`config.mk`:
```
export PLATFORM = sky130hd
export DESIGN_NAME = mqtt_frame_delimiter_unit
export DESIGN_NICKNAME = d
export VERILOG_FILES = /design/src/rtl/mfd_pkg.sv /design/src/rtl/mqtt_frame_delimiter_unit.sv /design/src/rtl/mfd_fifo.sv /design/src/rtl/mfd_front.sv /design/src/rtl/mfd_back.sv
export SDC_FILE = /design/constraint.sdc
export NUM_CORES = 1
export LEC_CHECK = 0
export BUFFER_PORTS_ARGS = -buffer_cell sky130_fd_sc_hd__buf_4
export CORE_MARGIN = 3
export CORE_UTILIZATION = 48
export CTS_CLUSTER_DIAMETER = 200
export DETAILED_ROUTE_END_ITERATION = 7
export PLACE_DENSITY_LB_ADDON = 0.2
export SYNTH_ARGS = -nofsm -noshare
export SYNTH_HDL_FRONTEND = slang
export SYNTH_HIERARCHICAL = 1
export SYNTH_SLANG_ARGS = --single-unit
```
`constraint.sdc`:
```
create_clock -name clk -period 13.9 [get_ports clk]
set_input_delay 1.39 -clock clk [delete_from_list [all_inputs] [get_ports clk]]
set_output_delay 1.39 -clock clk [all_outputs]
set_load 0.05 [all_outputs]
```
`src/rtl/mfd_pkg.sv`:
```
// Shared types and constants of the MQTT frame delimiter.
`default_nettype none
package mfd_pkg;

	localparam int MAX_LENGTH_BYTES = 4;
	localparam int LEN_HOLD_DEPTH   = 4;
	localparam int LEN_W            = 28;
	localparam int CMD_DEPTH        = 2;
	localparam int OUT_DEPTH        = 2;

	localparam logic [7:0] PINGREQ  = 8'hc0;
	localparam logic [7:0] PINGRESP = 8'ha0;

	typedef logic [LEN_W-1:0] len_t;

	typedef enum logic [1:0] {
		PH_HEAD,
		PH_LEN,
		PH_DATA
	} phase_t;

	typedef enum logic [1:0] {
		CMD_DATA,
		CMD_PING,
		CMD_FRAME,
		CMD_ERROR
	} cmd_kind_t;

	// Work item from the front to the back.
	typedef struct packed {
		cmd_kind_t                            kind;
		logic [7:0]                           data;
		logic                                 last;
		logic [LEN_HOLD_DEPTH-1:0][7:0]       len_bytes;
		logic [2:0]                           len_count;
		len_t                                 length;
	} cmd_t;

	// One result transaction.
	typedef struct packed {
		logic [7:0] out_byte;
		logic       to_client;
		logic       first;
		logic       last;
		len_t       length;
		logic       status;
	} res_t;

endpackage
`default_nettype wire

```
`src/rtl/mqtt_frame_delimiter_unit.sv`:
```
// Top level of the MQTT frame delimiter: front end, work queue, back end, result queue.
// The results of a byte reach the output side through the work queue, the back end and
// the result queue; further results of the same byte follow one per cycle while that queue has room.
// Throughput: one byte accepted per cycle while the work queue has room; the back end
// emits one result per cycle while the result queue has room, so a final length byte
// (up to five results) can hold full high when bytes arrive back to back.
// Reset: arst_n clears phase, length decode state and both queues at once; no sweep.
`default_nettype none
module mqtt_frame_delimiter_unit #(
	parameter int CMD_DEPTH = mfd_pkg::CMD_DEPTH,
	parameter int OUT_DEPTH = mfd_pkg::OUT_DEPTH
) (
	input  wire logic        clk,
	input  wire logic        arst_n,
	// input byte queue side
	input  wire logic        push,
	input  wire logic [7:0]  rx_byte,
	output logic             full,
	// result queue side
	input  wire logic        pop,
	output logic             empty,
	output logic [7:0]       out_byte,
	output logic             to_client,
	output logic             frame_first,
	output logic             frame_last,
	output logic [27:0]      frame_length,
	output logic             status
);

	// Front end to work queue.
	logic           accept;
	logic           cmd_push;
	mfd_pkg::cmd_t  cmd_in;
	logic           cmd_full;

	// Work queue to back end.
	mfd_pkg::cmd_t  cmd_head;
	logic           cmd_empty;
	logic           cmd_pop;

	// Back end to result queue.
	logic           res_push;
	mfd_pkg::res_t  res_in;
	logic           out_full;
	mfd_pkg::res_t  res_head;

	// Take a byte whenever the work queue can hold what it may cause.
	assign full   = cmd_full;
	assign accept = push && !cmd_full;

	// Classify bytes, decode remaining length, hand off at most one work item per byte.
	mfd_front u_front (
		.clk      (clk),
		.arst_n   (arst_n),
		.accept   (accept),
		.rx_byte  (rx_byte),
		.cmd_push (cmd_push),
		.cmd      (cmd_in)
	);

	// Decouple the front from the back so a header burst stalls intake only once the work queue is full.
	mfd_fifo #(
		.WIDTH ($bits(mfd_pkg::cmd_t)),
		.DEPTH (CMD_DEPTH)
	) u_cmd_fifo (
		.clk    (clk),
		.arst_n (arst_n),
		.push   (cmd_push),
		.wdata  (cmd_in),
		.full   (cmd_full),
		.pop    (cmd_pop),
		.rdata  (cmd_head),
		.empty  (cmd_empty)
	);

	// Expand header, length bytes, payload bytes and ping replies, and flag length errors.
	mfd_back u_back (
		.clk       (clk),
		.arst_n    (arst_n),
		.cmd       (cmd_head),
		.cmd_empty (cmd_empty),
		.cmd_pop   (cmd_pop),
		.out_full  (out_full),
		.res_push  (res_push),
		.res       (res_in)
	);

	// Hold finished results until the consumer pops them.
	mfd_fifo #(
		.WIDTH ($bits(mfd_pkg::res_t)),
		.DEPTH (OUT_DEPTH)
	) u_out_fifo (
		.clk    (clk),
		.arst_n (arst_n),
		.push   (res_push),
		.wdata  (res_in),
		.full   (out_full),
		.pop    (pop),
		.rdata  (res_head),
		.empty  (empty)
	);

	assign out_byte     = res_head.out_byte;
	assign to_client    = res_head.to_client;
	assign frame_first  = res_head.first;
	assign frame_last   = res_head.last;
	assign frame_length = res_head.length;
	assign status       = res_head.status;

endmodule
`default_nettype wire

```
`src/rtl/mfd_fifo.sv`:
```
// Small register queue with push/full and pop/empty sides.
`default_nettype none
module mfd_fifo #(
	parameter int WIDTH = 8,
	parameter int DEPTH = 2
) (
	input  wire logic             clk,
	input  wire logic             arst_n,
	input  wire logic             push,
	input  wire logic [WIDTH-1:0] wdata,
	output logic                  full,
	input  wire logic             pop,
	output logic [WIDTH-1:0]      rdata,
	output logic                  empty
);

	localparam int PTR_W = (DEPTH > 1) ? $clog2(DEPTH) : 1;
	localparam int CNT_W = $clog2(DEPTH + 1);

	logic [WIDTH-1:0] mem_q [DEPTH];
	logic [PTR_W-1:0] wr_ptr_q;
	logic [PTR_W-1:0] rd_ptr_q;
	logic [CNT_W-1:0] count_q;
	logic             do_push;
	logic             do_pop;

	assign full    = (count_q == CNT_W'(DEPTH));
	assign empty   = (count_q == '0);
	assign do_push = push && !full;
	assign do_pop  = pop && !empty;
	assign rdata   = mem_q[rd_ptr_q];

	always_ff @(posedge clk) begin
		if (do_push) begin
			mem_q[wr_ptr_q] <= wdata;
		end
	end

	always_ff @(posedge clk or negedge arst_n) begin
		if (!arst_n) begin
			wr_ptr_q <= '0;
			rd_ptr_q <= '0;
			count_q  <= '0;
		end else begin
			if (do_push) begin
				wr_ptr_q <= (wr_ptr_q == PTR_W'(DEPTH - 1)) ? '0 : wr_ptr_q + 1'b1;
			end
			if (do_pop) begin
				rd_ptr_q <= (rd_ptr_q == PTR_W'(DEPTH - 1)) ? '0 : rd_ptr_q + 1'b1;
			end
			if (do_push && !do_pop) begin
				count_q <= count_q + 1'b1;
			end else if (do_pop && !do_push) begin
				count_q <= count_q - 1'b1;
			end
		end
	end

endmodule
`default_nettype wire

```
`src/rtl/mfd_front.sv`:
```
// Front end: tracks the frame phase, decodes the length and issues work items.
`default_nettype none
module mfd_front (
	input  wire logic        clk,
	input  wire logic        arst_n,
	input  wire logic        accept,
	input  wire logic [7:0]  rx_byte,
	output logic             cmd_push,
	output mfd_pkg::cmd_t    cmd
);

	mfd_pkg::phase_t phase_q, phase_d;
	logic [7:0]      header_q, header_d;
	logic [7:0]      hold_q [mfd_pkg::LEN_HOLD_DEPTH];
	logic [2:0]      count_q, count_d;
	mfd_pkg::len_t   acc_q, acc_d;
	mfd_pkg::len_t   rem_q, rem_d;

	logic [1:0]      cnt;
	logic [2:0]      cnt_inc;
	mfd_pkg::len_t   grp;
	mfd_pkg::len_t   acc_sum;
	mfd_pkg::len_t   rem_dec;

	assign cnt     = count_q[1:0];
	assign cnt_inc = count_q + 3'd1;
	assign acc_sum = acc_q + grp;
	assign rem_dec = rem_q - 1'b1;

	// Place the 7-bit group at its weight.
	always_comb begin
		unique case (cnt)
			2'd0:    grp = mfd_pkg::len_t'(rx_byte[6:0]);
			2'd1:    grp = mfd_pkg::len_t'(rx_byte[6:0]) << 7;
			2'd2:    grp = mfd_pkg::len_t'(rx_byte[6:0]) << 14;
			default: grp = mfd_pkg::len_t'(rx_byte[6:0]) << 21;
		endcase
	end

	always_comb begin
		phase_d  = phase_q;
		header_d = header_q;
		count_d  = count_q;
		acc_d    = acc_q;
		rem_d    = rem_q;
		cmd_push = 1'b0;
		cmd      = '0;
		for (int i = 0; i < mfd_pkg::LEN_HOLD_DEPTH; i++) begin
			cmd.len_bytes[i] = (cnt == 2'(i)) ? rx_byte : hold_q[i];
		end
		if (accept) begin
			unique case (phase_q)
				mfd_pkg::PH_LEN: begin
					count_d = cnt_inc;
					acc_d   = acc_sum;
					if (rx_byte[7]) begin
						if (cnt_inc >= 3'(mfd_pkg::MAX_LENGTH_BYTES)) begin
							cmd_push = 1'b1;
							cmd.kind = mfd_pkg::CMD_ERROR;
							phase_d  = mfd_pkg::PH_HEAD;
							count_d  = '0;
							acc_d    = '0;
							rem_d    = '0;
						end
					end else begin
						cmd_push = 1'b1;
						count_d  = '0;
						acc_d    = '0;
						if (acc_sum == '0 && header_q == mfd_pkg::PINGREQ) begin
							cmd.kind = mfd_pkg::CMD_PING;
							phase_d  = mfd_pkg::PH_HEAD;
						end else begin
							cmd.kind      = mfd_pkg::CMD_FRAME;
							cmd.data      = header_q;
							cmd.len_count = cnt_inc;
							cmd.length    = acc_sum;
							rem_d         = acc_sum;
							phase_d       = (acc_sum == '0) ? mfd_pkg::PH_HEAD
								: mfd_pkg::PH_DATA;
						end
					end
				end
				mfd_pkg::PH_DATA: begin
					cmd_push = 1'b1;
					cmd.kind = mfd_pkg::CMD_DATA;
					cmd.data = rx_byte;
					rem_d    = rem_dec;
					if (rem_dec == '0) begin
						cmd.last = 1'b1;
						phase_d  = mfd_pkg::PH_HEAD;
					end
				end
				default: begin
					header_d = rx_byte;
					count_d  = '0;
					acc_d    = '0;
					rem_d    = '0;
					phase_d  = mfd_pkg::PH_LEN;
				end
			endcase
		end
	end

	always_ff @(posedge clk) begin
		if (accept && phase_q == mfd_pkg::PH_LEN) begin
			hold_q[cnt] <= rx_byte;
		end
	end

	always_ff @(posedge clk or negedge arst_n) begin
		if (!arst_n) begin
			phase_q  <= mfd_pkg::PH_HEAD;
			header_q <= '0;
			count_q  <= '0;
			acc_q    <= '0;
			rem_q    <= '0;
		end else begin
			phase_q  <= phase_d;
			header_q <= header_d;
			count_q  <= count_d;
			acc_q    <= acc_d;
			rem_q    <= rem_d;
		end
	end

endmodule
`default_nettype wire

```
`src/rtl/mfd_back.sv`:
```
// Back end: expands work items into results, one per cycle unless out_full.
`default_nettype none
module mfd_back (
	input  wire logic          clk,
	input  wire logic          arst_n,
	input  wire mfd_pkg::cmd_t cmd,
	input  wire logic          cmd_empty,
	output logic               cmd_pop,
	input  wire logic          out_full,
	output logic               res_push,
	output mfd_pkg::res_t      res
);

	logic [2:0] idx_q;
	logic [2:0] idx_m1;
	logic       go;
	logic       done;

	assign go     = !cmd_empty && !out_full;
	assign idx_m1 = idx_q - 3'd1;

	always_comb begin
		res  = '0;
		done = 1'b0;
		unique case (cmd.kind)
			mfd_pkg::CMD_DATA: begin
				res.out_byte = cmd.data;
				res.last     = cmd.last;
				done         = 1'b1;
			end
			mfd_pkg::CMD_ERROR: begin
				res.status = 1'b1;
				done       = 1'b1;
			end
			mfd_pkg::CMD_PING: begin
				res.to_client = 1'b1;
				if (idx_q == '0) begin
					res.out_byte = mfd_pkg::PINGRESP;
					res.first    = 1'b1;
				end else begin
					res.last = 1'b1;
					done     = 1'b1;
				end
			end
			default: begin
				if (idx_q == '0) begin
					res.out_byte = cmd.data;
					res.first    = 1'b1;
					res.length   = cmd.length;
				end else begin
					res.out_byte = cmd.len_bytes[idx_m1[1:0]];
					res.last     = (idx_q == cmd.len_count) && (cmd.length == '0);
				end
				done = (idx_q == cmd.len_count);
			end
		endcase
	end

	assign res_push = go;
	assign cmd_pop  = go && done;

	always_ff @(posedge clk or negedge arst_n) begin
		if (!arst_n) begin
			idx_q <= '0;
		end else if (go) begin
			idx_q <= done ? '0 : idx_q + 3'd1;
		end
	end

endmodule
`default_nettype wire

```
==> impl_results.md, run 1 <==
* Non-filler instance count after layout at 1934
* Maximum fanout along the worst path at 25
* Initial antenna violation count at 0
* Standard cell area after detailed placement at 18500 sq um
* Width of the chip at 199 microns
* Class of the most critical hold timing path: register to register
* Leak pwr at 7.66 nW
* Syn_area_per_cell at 12.6 sq um
* Average wire length per cell after detail routing at 22.4 microns
* CTS root buffer: clkbuf_16
* Final design instance area without fill at 19700 sq um
* Total negative slack for setup checks at 0 ns
* I/O pins at 54
* Instance count after placement with tap cells included at 1867
* Die Ht at 199 microns
* TritonCTS clock tree: done
* CP max stage cell: o311ai_1
* Congestion Overflow GR at 0
* Placer's final routability congestion estimate at 0.919
* Crit path time final at 6.68 ns
* Number of DRC violations after detailed routing at 0
* Hold Vio Cnt, Final at 0
* Largest net degree at the start of global routing at 54
* Number of iterations in the first detailed-routing pass at 5
* Sequence of cells on the critical path: inv_1, ha_1, nor2b_1, and2_1, ha_1, and2_4, a221o_1, o21ai_1, nand2_1, o311ai_1, nor4b_1, and4_1, nand4_1, nor3b_1, o22ai_1
* Number of max-slew violations in the final report at 0
* Sequential fraction of the synthesis area at 55.0%
* Most frequent CP cell: ha_1
* Worst hold stages at 2
* Remaining antenna violation count at 0
* Compound-cell area share of the yosys netlist at 10.8%
* Core box area at 36100 sq um
* Number of global-route vias before repair at 11.5k
* Required time at the worst-slack endpoint at 14.32 ns
* Final worst setup slack at 7.22 ns
* Number of inserted diodes at 0
* Origin of the worst min-delay path: u_front/acc_q[18]$_DFFE_PN0P_
* Total clock buffers created by CTS at 37
* Overall die area at 39500 sq um
* RR Startpoint: u_front/count_q[0]$_DFFE_PN0P_
* Count of buffers from port buffering at 53
* Unrepaired setup endpoints after global routing: no
* Detailed Route WL at 43.4 mm
* Wire length of the first global-routing pass at 67.2 mm
* Fill cell instance count of the final layout at 3042
* Synthesized instance count at 1414
* Number of library cell types mapped by synthesis at 91
* Main combinational cell family by area after synthesis: multiplexers
* Largest voltage drop on the vdd net at 0.110 mV
* Number of rows in the core area at 69
* Placement Setup Slack at 7.36 ns
* Clk_skew at 0.0136 ns
* Post-synthesis instance area at 17800 sq um
* Clock transition at the register clock pins on the worst setup and hold paths after CTS at 0.06 ns
* Post-synthesis mux area share at 13.2%
* Max Clk Rate at 0.150 GHz
* Via count of the routed design at 11.7k
* Family with the most delay on the worst path: simple AND/OR/NAND/NOR gates
* GR Util All Layers at 22.0%
* Maximum cell stage delay along the critical path at 1.15 ns
* Top_reg_cell synth: edfxtp_1
* Startpoint type of the worst setup path: register
* Critical path type: register to register
* Clk sinks at 340
* Worst Tran Pin Value at 1.35 ns
* Share of cells above drive strength 1 at 21.3%
* Status: complete, no violations
* Adder-cell share of the synthesized area at 3.20%
* Number of setup buffers added after CTS at 0
* Net total in the final layout at 1502
* Final HPWL from detailed placement at 29.9 mm
* Power density over the cells at 238 nW/um^2
* Post-CTS resize count at 0
* Depth of the worst register-to-register path at 15
* Ratio of final minimum period to clock period at 48.0%
* Number of violations reported at the end of detailed-routing iteration 0 at 1045
* Mean number of vias per cell at 6.07
* R2r endpoint: u_front/rem_q[22]$_DFFE_PN0P_
* Relative area change from synthesis to final layout at 10.2%
* Worst-case register-to-register setup slack at 7.22 ns
* Worst slew slack as a fraction of its limit at 8.38%
* Category of the worst setup path capture point: register
* Xor and xnor fraction of the mapped netlist area at 1.91%
* Register bit total from synthesis at 340
* Final setup fails at 0
* Number of enable flip-flop cells after synthesis at 260
* Source-to-sink clock delay at the later pin of the worst-skew pair at 0.52 ns
* Simple-gate share of the synthesized area at 12.5%
* CP bufs+invs at 1
* Fraction of registers with async set/reset at 23.5%
* Initial Util at 49.4%
* Warnings, synthesis at 6
* Number of H-tree levels at 2
* Fin Hold WS at 0.493 ns
* Cts hold-fix bufs at 0
* CTS max path bufs at 3
* WP data arrival at 7.09 ns
* Count of maximum capacitance violations at 0
* Post-Syn Nets at 1471
* Endpoint of the worst hold-timing path: u_front/acc_q[18]$_DFFE_PN0P_
## kinds of logic after synthesis
kind of cell               after synthesis
muxes                                  170
adders and majority gates               45
AOI/OAI and AO/OA                      278
DFF                                    340
buffers and inverters                  115
xor gates and xnor gates                39
and+or+nand+nor                        427
## sequential cells by signal, summed over array words and instances, names as in the netlist
name and count:
u_cmd_fifo/mem_q 148, u_out_fifo/mem_q 80, u_front/hold_q 32, u_front/acc_q 28
u_front/rem_q 28, u_front/header_q 8, u_back/idx_q 3, u_front/count_q 3
u_cmd_fifo/count_q 2, u_front/phase_q 2, u_out_fifo/count_q 2, u_cmd_fifo/rd_ptr_q 1
u_cmd_fifo/wr_ptr_q 1, u_out_fifo/rd_ptr_q 1, u_out_fifo/wr_ptr_q 1
## power by group
| part | switching [mW] | internal, mW |
|---|---|---|
| combinational | 1.41 | 0.812 |
| sequential | 0.129 | 1.40 |
| clock | 0.385 | 0.546 |
## per-stage QoR
step,utilization (%),power [mW]
after global placement,51.3,3.73
final,54.5,4.68
after CTS,54.5,4.70
after detailed placement,51.3,3.76
after global routing,54.5,4.93
after floorplan,-,3.21
## worst register-to-register path, cell delays in order (launching register included)
cell,delay [ns]
dfrtp_1,0.44
inv_1,0.12
ha_1,0.55
nor2b_1,0.50
and2_1,0.20
ha_1,0.29
and2_4,0.21
a221o_1,0.36
o21ai_1,0.29
nand2_1,0.20
o311ai_1,1.15
nor4b_1,0.37
and4_1,0.28
nand4_1,0.89
nor3b_1,0.48
o22ai_1,0.22
## Yosys cell counts (5+ instances only)
| cell | instances | share of area (%) |
|---|---|---|
| ha_1 | 44 | 3.1 |
| nor3b_1 | 15 | 0.63 |
| and3_1 | 46 | 1.6 |
| nand4_1 | 21 | 0.74 |
| nand3_1 | 13 | 0.36 |
| mux2_4 | 93 | 7.8 |
| a21bo_2 | 7 | 0.39 |
| o21ai_1 | 10 | 0.28 |
| edfxtp_1 | 260 | 44 |
| or4_1 | 5 | 0.21 |
| a31oi_1 | 9 | 0.32 |
| a21o_1 | 13 | 0.55 |
| clkbuf_1 | 43 | 0.90 |
| o32a_1 | 5 | 0.28 |
| o21ai_0 | 61 | 1.7 |
| and2_1 | 33 | 1.2 |
| nor3_1 | 27 | 0.76 |
| or3_1 | 11 | 0.39 |
| a22o_1 | 19 | 0.93 |
| buf_6 | 11 | 0.69 |
| nor2b_1 | 13 | 0.46 |
| nor4_1 | 15 | 0.53 |
| nand2b_1 | 12 | 0.42 |
| nor2_1 | 85 | 1.8 |
| a21oi_1 | 45 | 1.3 |
| nand2_1 | 107 | 2.3 |
| buf_2 | 16 | 0.45 |
| nor4b_1 | 5 | 0.25 |
| o211ai_1 | 5 | 0.21 |
| inv_1 | 39 | 0.82 |
| mux2_2 | 64 | 4.0 |
| mux4_2 | 5 | 0.63 |
| xnor2_1 | 20 | 0.98 |
| xor2_1 | 19 | 0.93 |
| o22ai_1 | 30 | 1.1 |
| a22oi_1 | 8 | 0.34 |
| dfrtp_1 | 80 | 11 |
## per-layer routing
layer / track usage (%) / routed length (microns)
met3: 3.29 / 2860
met5: 0 / 0
met2: 35.6 / 20200
met1: 31.0 / 19100
met4: 6.40 / 1160
## cell type report
type                            instances  area (sq um)  share of cell area [%]
Sequential cell                       340          9810                    49.9
Clock inverter                         20           163                   0.827
Multi-Input combinational cell        959          7460                    37.9
Clock buffer                           47           995                    5.06
Inverter                               40           150                   0.764
Timing Repair Buffer                   67           503                    2.56
Tap cell                              461           577                    2.93
## cells in the final DEF (no fill, tap or decap), types with 33 or more instances in the layout
cell type    n
and3_1      44
mux2_2      64
and2_1      33
inv_1       39
o21ai_0     61
mux2_4      93
a21oi_1     45
dfrtp_1     78
nor2_1      83
ha_1        44
buf_4       67
nand2_1    107
edfxtp_1   260
clkbuf_16   38
## how the worst max path moves through the flow
stage                                              start                                to  slack (ns)  cells past startpoint
after detailed placement                      rx_byte[3]     u_front/rem_q[18]$_DFFE_PN0P_        7.36                     13
after CTS                 u_front/count_q[0]$_DFFE_PN0P_     u_front/rem_q[22]$_DFFE_PN0P_        7.34                     15
after floorplan                                     push  u_cmd_fifo/mem_q[0][0]$_DFFE_PP_        8.07                      6
after global routing      u_front/count_q[0]$_DFFE_PN0P_     u_front/rem_q[19]$_DFFE_PN0P_        6.96                     15
final                     u_front/count_q[0]$_DFFE_PN0P_     u_front/rem_q[22]$_DFFE_PN0P_        7.22                     15
after global placement                        rx_byte[3]      u_front/rem_q[2]$_DFFE_PN0P_        7.28                     13
No activity file was read; power rests on OpenSTA's default activity.
==> inputs of run 2 (changes only) <==
clock period = 6.9 ns   (was 13.9 ns; I/O delays follow)
==> run 2 against run 1 <==
Hold slack got worse by 0.33 ns. Fmax up 16%. First-iteration DRC count is 6.3% higher. Non-clock buffer count increased by 12. Clock-buffer cell count increased by 7. Critical path depth up 3. Clock skew is 0.010 ns higher. Routed wire length rose by 2.5%. Global-route usage grew 0.51 points. Critical endpoint is now u_front/rem_q[6]$_DFFE_PN0P_.
==> impl_results.md, run 2 (synthesis results as in run 1) <==
* Power density over the cells at 487 nW/um^2
* Source-to-sink clock delay at the later pin of the worst-skew pair at 0.54 ns
* Number of max-slew violations in the final report at 0
* I/O pins at 54
* Relative contribution of combinational cells to total power at 46.0%
* CTS max path bufs at 3
* Share of cells above drive strength 1 at 22.4%
* Top reg by flops: u_cmd_fifo/mem_q
* Family with the most delay on the worst path: compound AO/OA/AOI/OAI gates
* Crit path time final at 5.77 ns
* Ratio of final minimum period to clock period at 83.6%
* Leak pwr at 7.78 nW
* Category of the worst setup path capture point: register
* Required time at the worst-slack endpoint at 7.31 ns
* CP bufs+invs at 3
* GR Util All Layers at 22.5%
* Design Power at 9.71 mW
* Relative area change from synthesis to final layout at 11.7%
* Total clock buffers created by CTS at 38
* Standard cell area after detailed placement at 18600 sq um
* Largest net degree at the start of global routing at 47
* Core box area at 36100 sq um
* Status: complete, no violations
* Die Ht at 199 microns
* Initial antenna violation count at 0
* Remaining antenna violation count at 0
* Number of inserted diodes at 0
* Overall die area at 39500 sq um
* Max Clk Rate at 0.173 GHz
* Width of the chip at 199 microns
* Number of setup buffers added after CTS at 0
* Startpoint type of the worst setup path: register
* R2r endpoint: u_front/rem_q[6]$_DFFE_PN0P_
* Fraction of power consumed by the clock network at 22.2%
* Number of DRC violations after detailed routing at 0
* Worst Tran Pin Value at 1.20 ns
* Clk_skew at 0.0240 ns
* Count of maximum capacitance violations at 0
* Number of iterations in the first detailed-routing pass at 5
* Initial Util at 49.4%
* RR Startpoint: u_front/count_q[0]$_DFFE_PN0P_
* Maximum fanout along the worst path at 20
* Placer's final routability congestion estimate at 0.937
* Internal power contribution at 5.79 mW
* Detailed Route WL at 44.5 mm
* Post-CTS resize count at 0
* Switching power at 3.92 mW
* Mean number of vias per cell at 6.14
* Hold Vio Cnt, Final at 0
* Most used cells in the layout excluding fill and tap cells: edfxtp_1 (260), nand2_1 (107), mux2_4 (93)
* Largest register FFs at 148
* Switch share at 40.4%
* Count of buffers from port buffering at 53
* Final setup fails at 0
* TritonCTS clock tree: done
* Fill cell instance count of the final layout at 2939
* Worst slew slack as a fraction of its limit at 20.0%
* Largest registers ranked by flip-flop count: u_cmd_fifo/mem_q (148), u_out_fifo/mem_q (80), u_front/hold_q (32)
* Seq pwr share at 31.8%
* Average wire length per cell after detail routing at 22.8 microns
* Number of H-tree levels at 2
* Wire length of the first global-routing pass at 68.9 mm
* Via count of the routed design at 12.0k
* Clk sinks at 340
* Final HPWL from detailed placement at 30.5 mm
* Number of rows in the core area at 69
* Largest voltage drop on the vdd net at 0.208 mV
* Final design instance area without fill at 19900 sq um
* Cts hold-fix bufs at 0
* Congestion Overflow GR at 0
* Net total in the final layout at 1515
* Depth of the worst register-to-register path at 18
* Sequence of cells on the critical path: inv_1, ha_1, nor2b_1, and2_1, ha_1, inv_1, fa_1, nand2b_1, a21boi_4, o21ai_0, a21boi_0, o221ai_1, or4_1, nor4_1, nand4_1, a31oi_4, buf_4, o22ai_1
* Post-Route Utilization at 55.2%
* CTS root buffer: clkbuf_16
* Maximum cell stage delay along the critical path at 0.70 ns
* WP data arrival at 6.18 ns
* Number of global-route vias before repair at 11.7k
* Unrepaired setup endpoints after global routing: no
* Class of the most critical hold timing path: input port to async pin
* Number of violations reported at the end of detailed-routing iteration 0 at 1111
* Critical path type: register to register
* Most common cell after layout, fill and taps aside: edfxtp_1
* CP max stage cell: a31oi_4
* Clock transition at the register clock pins on the worst setup and hold paths after CTS at 0.06 ns
* Fin Hold WS at 0.164 ns
* Worst-case register-to-register setup slack at 1.13 ns
* Total negative slack for setup checks at 0 ns
==> run 2: metal layers <==
metal | GRT usage (%) | vias to the layer above | share of wire (%)
li1 | - | 5446 | -
met1 | 31.4 | 5932 | 44
met2 | 36.5 | 494 | 47
met3 | 3.46 | 86 | 6.7
met4 | 7.05 | 0 | 2.7
met5 | 0 | - | 0
==> run 2: worst max path at each step <==
stage                     cells past startpoint                          endpoint                            from
after CTS                                    18      u_front/rem_q[6]$_DFFE_PN0P_  u_front/count_q[0]$_DFFE_PN0P_
final                                        18      u_front/rem_q[6]$_DFFE_PN0P_  u_front/count_q[0]$_DFFE_PN0P_
after global placement                       17      u_front/rem_q[6]$_DFFE_PN0P_  u_front/count_q[0]$_DFFE_PN0P_
after global routing                         18      u_front/rem_q[6]$_DFFE_PN0P_  u_front/count_q[0]$_DFFE_PN0P_
after detailed placement                     18      u_front/rem_q[6]$_DFFE_PN0P_  u_front/count_q[0]$_DFFE_PN0P_
after floorplan                               9  u_cmd_fifo/mem_q[0][0]$_DFFE_PP_  u_front/phase_q[0]$_DFFE_PN0P_
==> run 2: area by class of cell <==
cell class | count | area (sq um) | share of cell area, %
Clock inverter | 15 | 245 | 1.23
Inverter | 40 | 150 | 0.753
Timing Repair Buffer | 79 | 593 | 2.98
Clock buffer | 54 | 1090 | 5.48
Tap cell | 461 | 577 | 2.89
Sequential cell | 340 | 9810 | 49.3
Multi-Input combinational cell | 959 | 7450 | 37.4
==> run 2: per-stage QoR <==
stage	instances	worst slack, ns
2_1_floorplan	1414	1.62
3_3_place_gp	1879	1.31
3_5_place_dp	1879	1.31
4_1_cts	1948	1.30
5_1_grt	1948	0.777
6_report	1948	1.13
==> run 2: power by group through the flow <==
stage | sequential, mW | clock [mW] | combinational, mW
after floorplan | 3.01 | 0 | 3.47
after global placement | 3.10 | 0 | 4.42
after detailed placement | 3.13 | 0 | 4.44
after CTS | 3.09 | 2.19 | 4.46
after global routing | 3.14 | 2.28 | 4.79
final | 3.08 | 2.15 | 4.47
==> inputs of run 3 (changes only) <==
clock period = 5.8 ns   (was 6.9 ns; I/O delays follow)
==> run 3 against run 2 <==
Final cell count hardly changed. Sequential cell count stayed put. Clock power rose by 9.8%. Critical path type unchanged. Hold slack got worse by 0.16 ns. Non-clock buffer count rose by 4. Clock-buffer cell count down 6. Routed wire length shrank 1.5%. Sequential share of layout area rose by 0.19 points. Register-to-register slack worse by 0.67 ns.
==> impl_results.md, run 3 (synthesis results as in run 1) <==
* Status: complete, no violations
* Combined flip-flop and latch cell area at 9810 sq um
* Leak pwr at 7.76 nW
* Most used cells in the layout excluding fill and tap cells: edfxtp_1 (260), nand2_1 (107), mux2_4 (93)
* Core box area at 36100 sq um
* Worst Tran Pin Value at 1.23 ns
* Average wire length per cell after detail routing at 22.5 microns
* Met3 track demand over resource at 4.40%
* Remaining antenna violation count at 0
* CTS max path bufs at 3
* Placer's final routability congestion estimate at 0.921
* Unrepaired setup endpoints after global routing: no
* Largest register FFs at 148
* Congestion Overflow GR at 0
* Mean number of vias per cell at 6.04
* Design Power at 11.4 mW
* Class of the most critical hold timing path: input port to async pin
* Total negative slack for setup checks at 0 ns
* CP bufs+invs at 3
* Ratio of final minimum period to clock period at 91.9%
* Clk_skew at 0.0237 ns
* Count of maximum capacitance violations at 0
* Number of rows in the core area at 69
* Cts hold-fix bufs at 0
* Number of DRC violations after detailed routing at 0
* Category of the worst setup path capture point: register
* GR peak layer: met2
* WP data arrival at 5.58 ns
* Worst slew slack as a fraction of its limit at 17.5%
* Number of max-slew violations in the final report at 0
* Net total in the final layout at 1518
* Largest net degree at the start of global routing at 75
* Total clock buffers created by CTS at 37
* Hold Vio Cnt, Final at 0
* Sequence of cells on the critical path: inv_1, ha_1, buf_4, nor2b_1, and2_1, ha_1, a21oi_1, o22ai_1, a21oi_1, o21bai_1, a2111oi_0, nor3_1, xnor2_1, and4_1, a21o_1, buf_4, nor2_1
* Required time at the worst-slack endpoint at 6.05 ns
* Width of the chip at 199 microns
* Count of buffers from port buffering at 53
* TritonCTS clock tree: done
* Relative area change from synthesis to final layout at 11.2%
* Number of iterations in the first detailed-routing pass at 5
* Largest voltage drop on the vdd net at 0.293 mV
* Overall die area at 39500 sq um
* Total area of multi-input combinational cells at 7450 sq um
* Clock transition at the register clock pins on the worst setup and hold paths after CTS at 0.06 ns
* CTS root buffer: clkbuf_16
* Critical path type: register to register
* GR Util All Layers at 22.1%
* I/O pins at 54
* Family with the most delay on the worst path: compound AO/OA/AOI/OAI gates
* Number of H-tree levels at 2
* Top reg by flops: u_cmd_fifo/mem_q
* Number of global-route vias before repair at 11.6k
* Initial antenna violation count at 0
* CP max stage cell: xnor2_1
* Clk sinks at 340
* Final setup fails at 0
* Maximum cell stage delay along the critical path at 0.61 ns
* GRT met2 Usage at 35.2%
* Most common cell after layout, fill and taps aside: edfxtp_1
* Power density over the cells at 575 nW/um^2
* Number of inserted diodes at 0
* Max Clk Rate at 0.188 GHz
* Source-to-sink clock delay at the later pin of the worst-skew pair at 0.54 ns
* Fill cell instance count of the final layout at 2996
* Final HPWL from detailed placement at 30.2 mm
* Maximum fanout along the worst path at 26
* Die Ht at 199 microns
* Via count of the routed design at 11.8k
* Initial Util at 49.4%
* Wire length of the first global-routing pass at 67.5 mm
* Grt met1 use at 30.6%
* Startpoint type of the worst setup path: register
* Number of violations reported at the end of detailed-routing iteration 0 at 979
* Largest registers ranked by flip-flop count: u_cmd_fifo/mem_q (148), u_out_fifo/mem_q (80), u_front/hold_q (32)
* Crit path time final at 5.33 ns
* Share of cells above drive strength 1 at 22.2%
* Detailed Route WL at 43.8 mm
-- run 3: timing repair --
| action | in CTS | in global routing |
|---|---|---|
| setup endpoints to repair | 0 | 22 |
| setup buffers | 0 | 2 |
| resized for setup | 0 | 0 |
-- run 3: final timing paths --
kind / from / end / slack [ns] / depth (start not counted)
worst max-delay path: u_front/count_q[0]$_DFFE_PN0P_ / u_cmd_fifo/mem_q[0][15]$_DFFE_PP_ / 0.47 / 17
worst min register to register: u_front/acc_q[12]$_DFFE_PN0P_ / u_front/acc_q[12]$_DFFE_PN0P_ / 0.49 / 2
worst min-delay path: arst_n / u_front/acc_q[15]$_DFFE_PN0P_ / 0.0003 / 1
min in group clk: pop / u_out_fifo/rd_ptr_q$_DFFE_PN0P_ / 0.39 / 3
worst max register to register: u_front/count_q[0]$_DFFE_PN0P_ / u_cmd_fifo/mem_q[0][15]$_DFFE_PP_ / 0.47 / 17
max in group asynchronous: arst_n / u_cmd_fifo/rd_ptr_q$_DFFE_PN0P_ / 4.64 / 2
-- run 3: metal layers --
metal | vias to the layer above | share of wire, %
li1 | 5453 | -
met1 | 5841 | 45
met2 | 388 | 46
met3 | 88 | 6.3
met4 | 0 | 2.9
met5 | - | 0
-- run 3: stage by stage --
stage | setup slack (ns) | util, % | std cells | instance area (sq um) | hold slack (ns)
2_1_floorplan | 0.518 | - | 1414 | 17800 | 0.284
3_3_place_gp | 0.491 | 51.6 | 1881 | 18600 | 0.475
3_5_place_dp | 0.345 | 51.6 | 1881 | 18600 | 0.482
4_1_cts | 0.325 | 54.9 | 1947 | 19800 | 0.00991
5_1_grt | 0.160 | 55.0 | 1949 | 19900 | 0.0287
6_report | 0.468 | 55.0 | 1949 | 19900 | 0.000337
-- run 3: layout make-up --
type                       instances  share of cell area, %
sequential                       340                   49.4
multi-input combinational        959                   37.6
clock buffer                      48                   5.08
timing repair buffer              83                   3.20
tap                              461                   2.91
clock inverter                    18                   1.07
inverter                          40                  0.756
-- run 3: worst register-to-register path: stages (launching register included) --
cell and delay (ns):
dfrtp_1 0.46, inv_1 0.13, ha_1 0.16, buf_4 0.18, nor2b_1 0.47, and2_1 0.20, ha_1 0.31, a21oi_1 0.36
o22ai_1 0.17, a21oi_1 0.28, o21bai_1 0.15, a2111oi_0 0.50, nor3_1 0.14, xnor2_1 0.61, and4_1 0.39, a21o_1 0.14
buf_4 0.28, nor2_1 0.13
-- run 3: power by group --
group,switching [mW],internal [mW],leakage (nW)
logic,3.35,2.00,3.69
clock network,0.948,1.41,0.588
registers,0.346,3.35,3.48
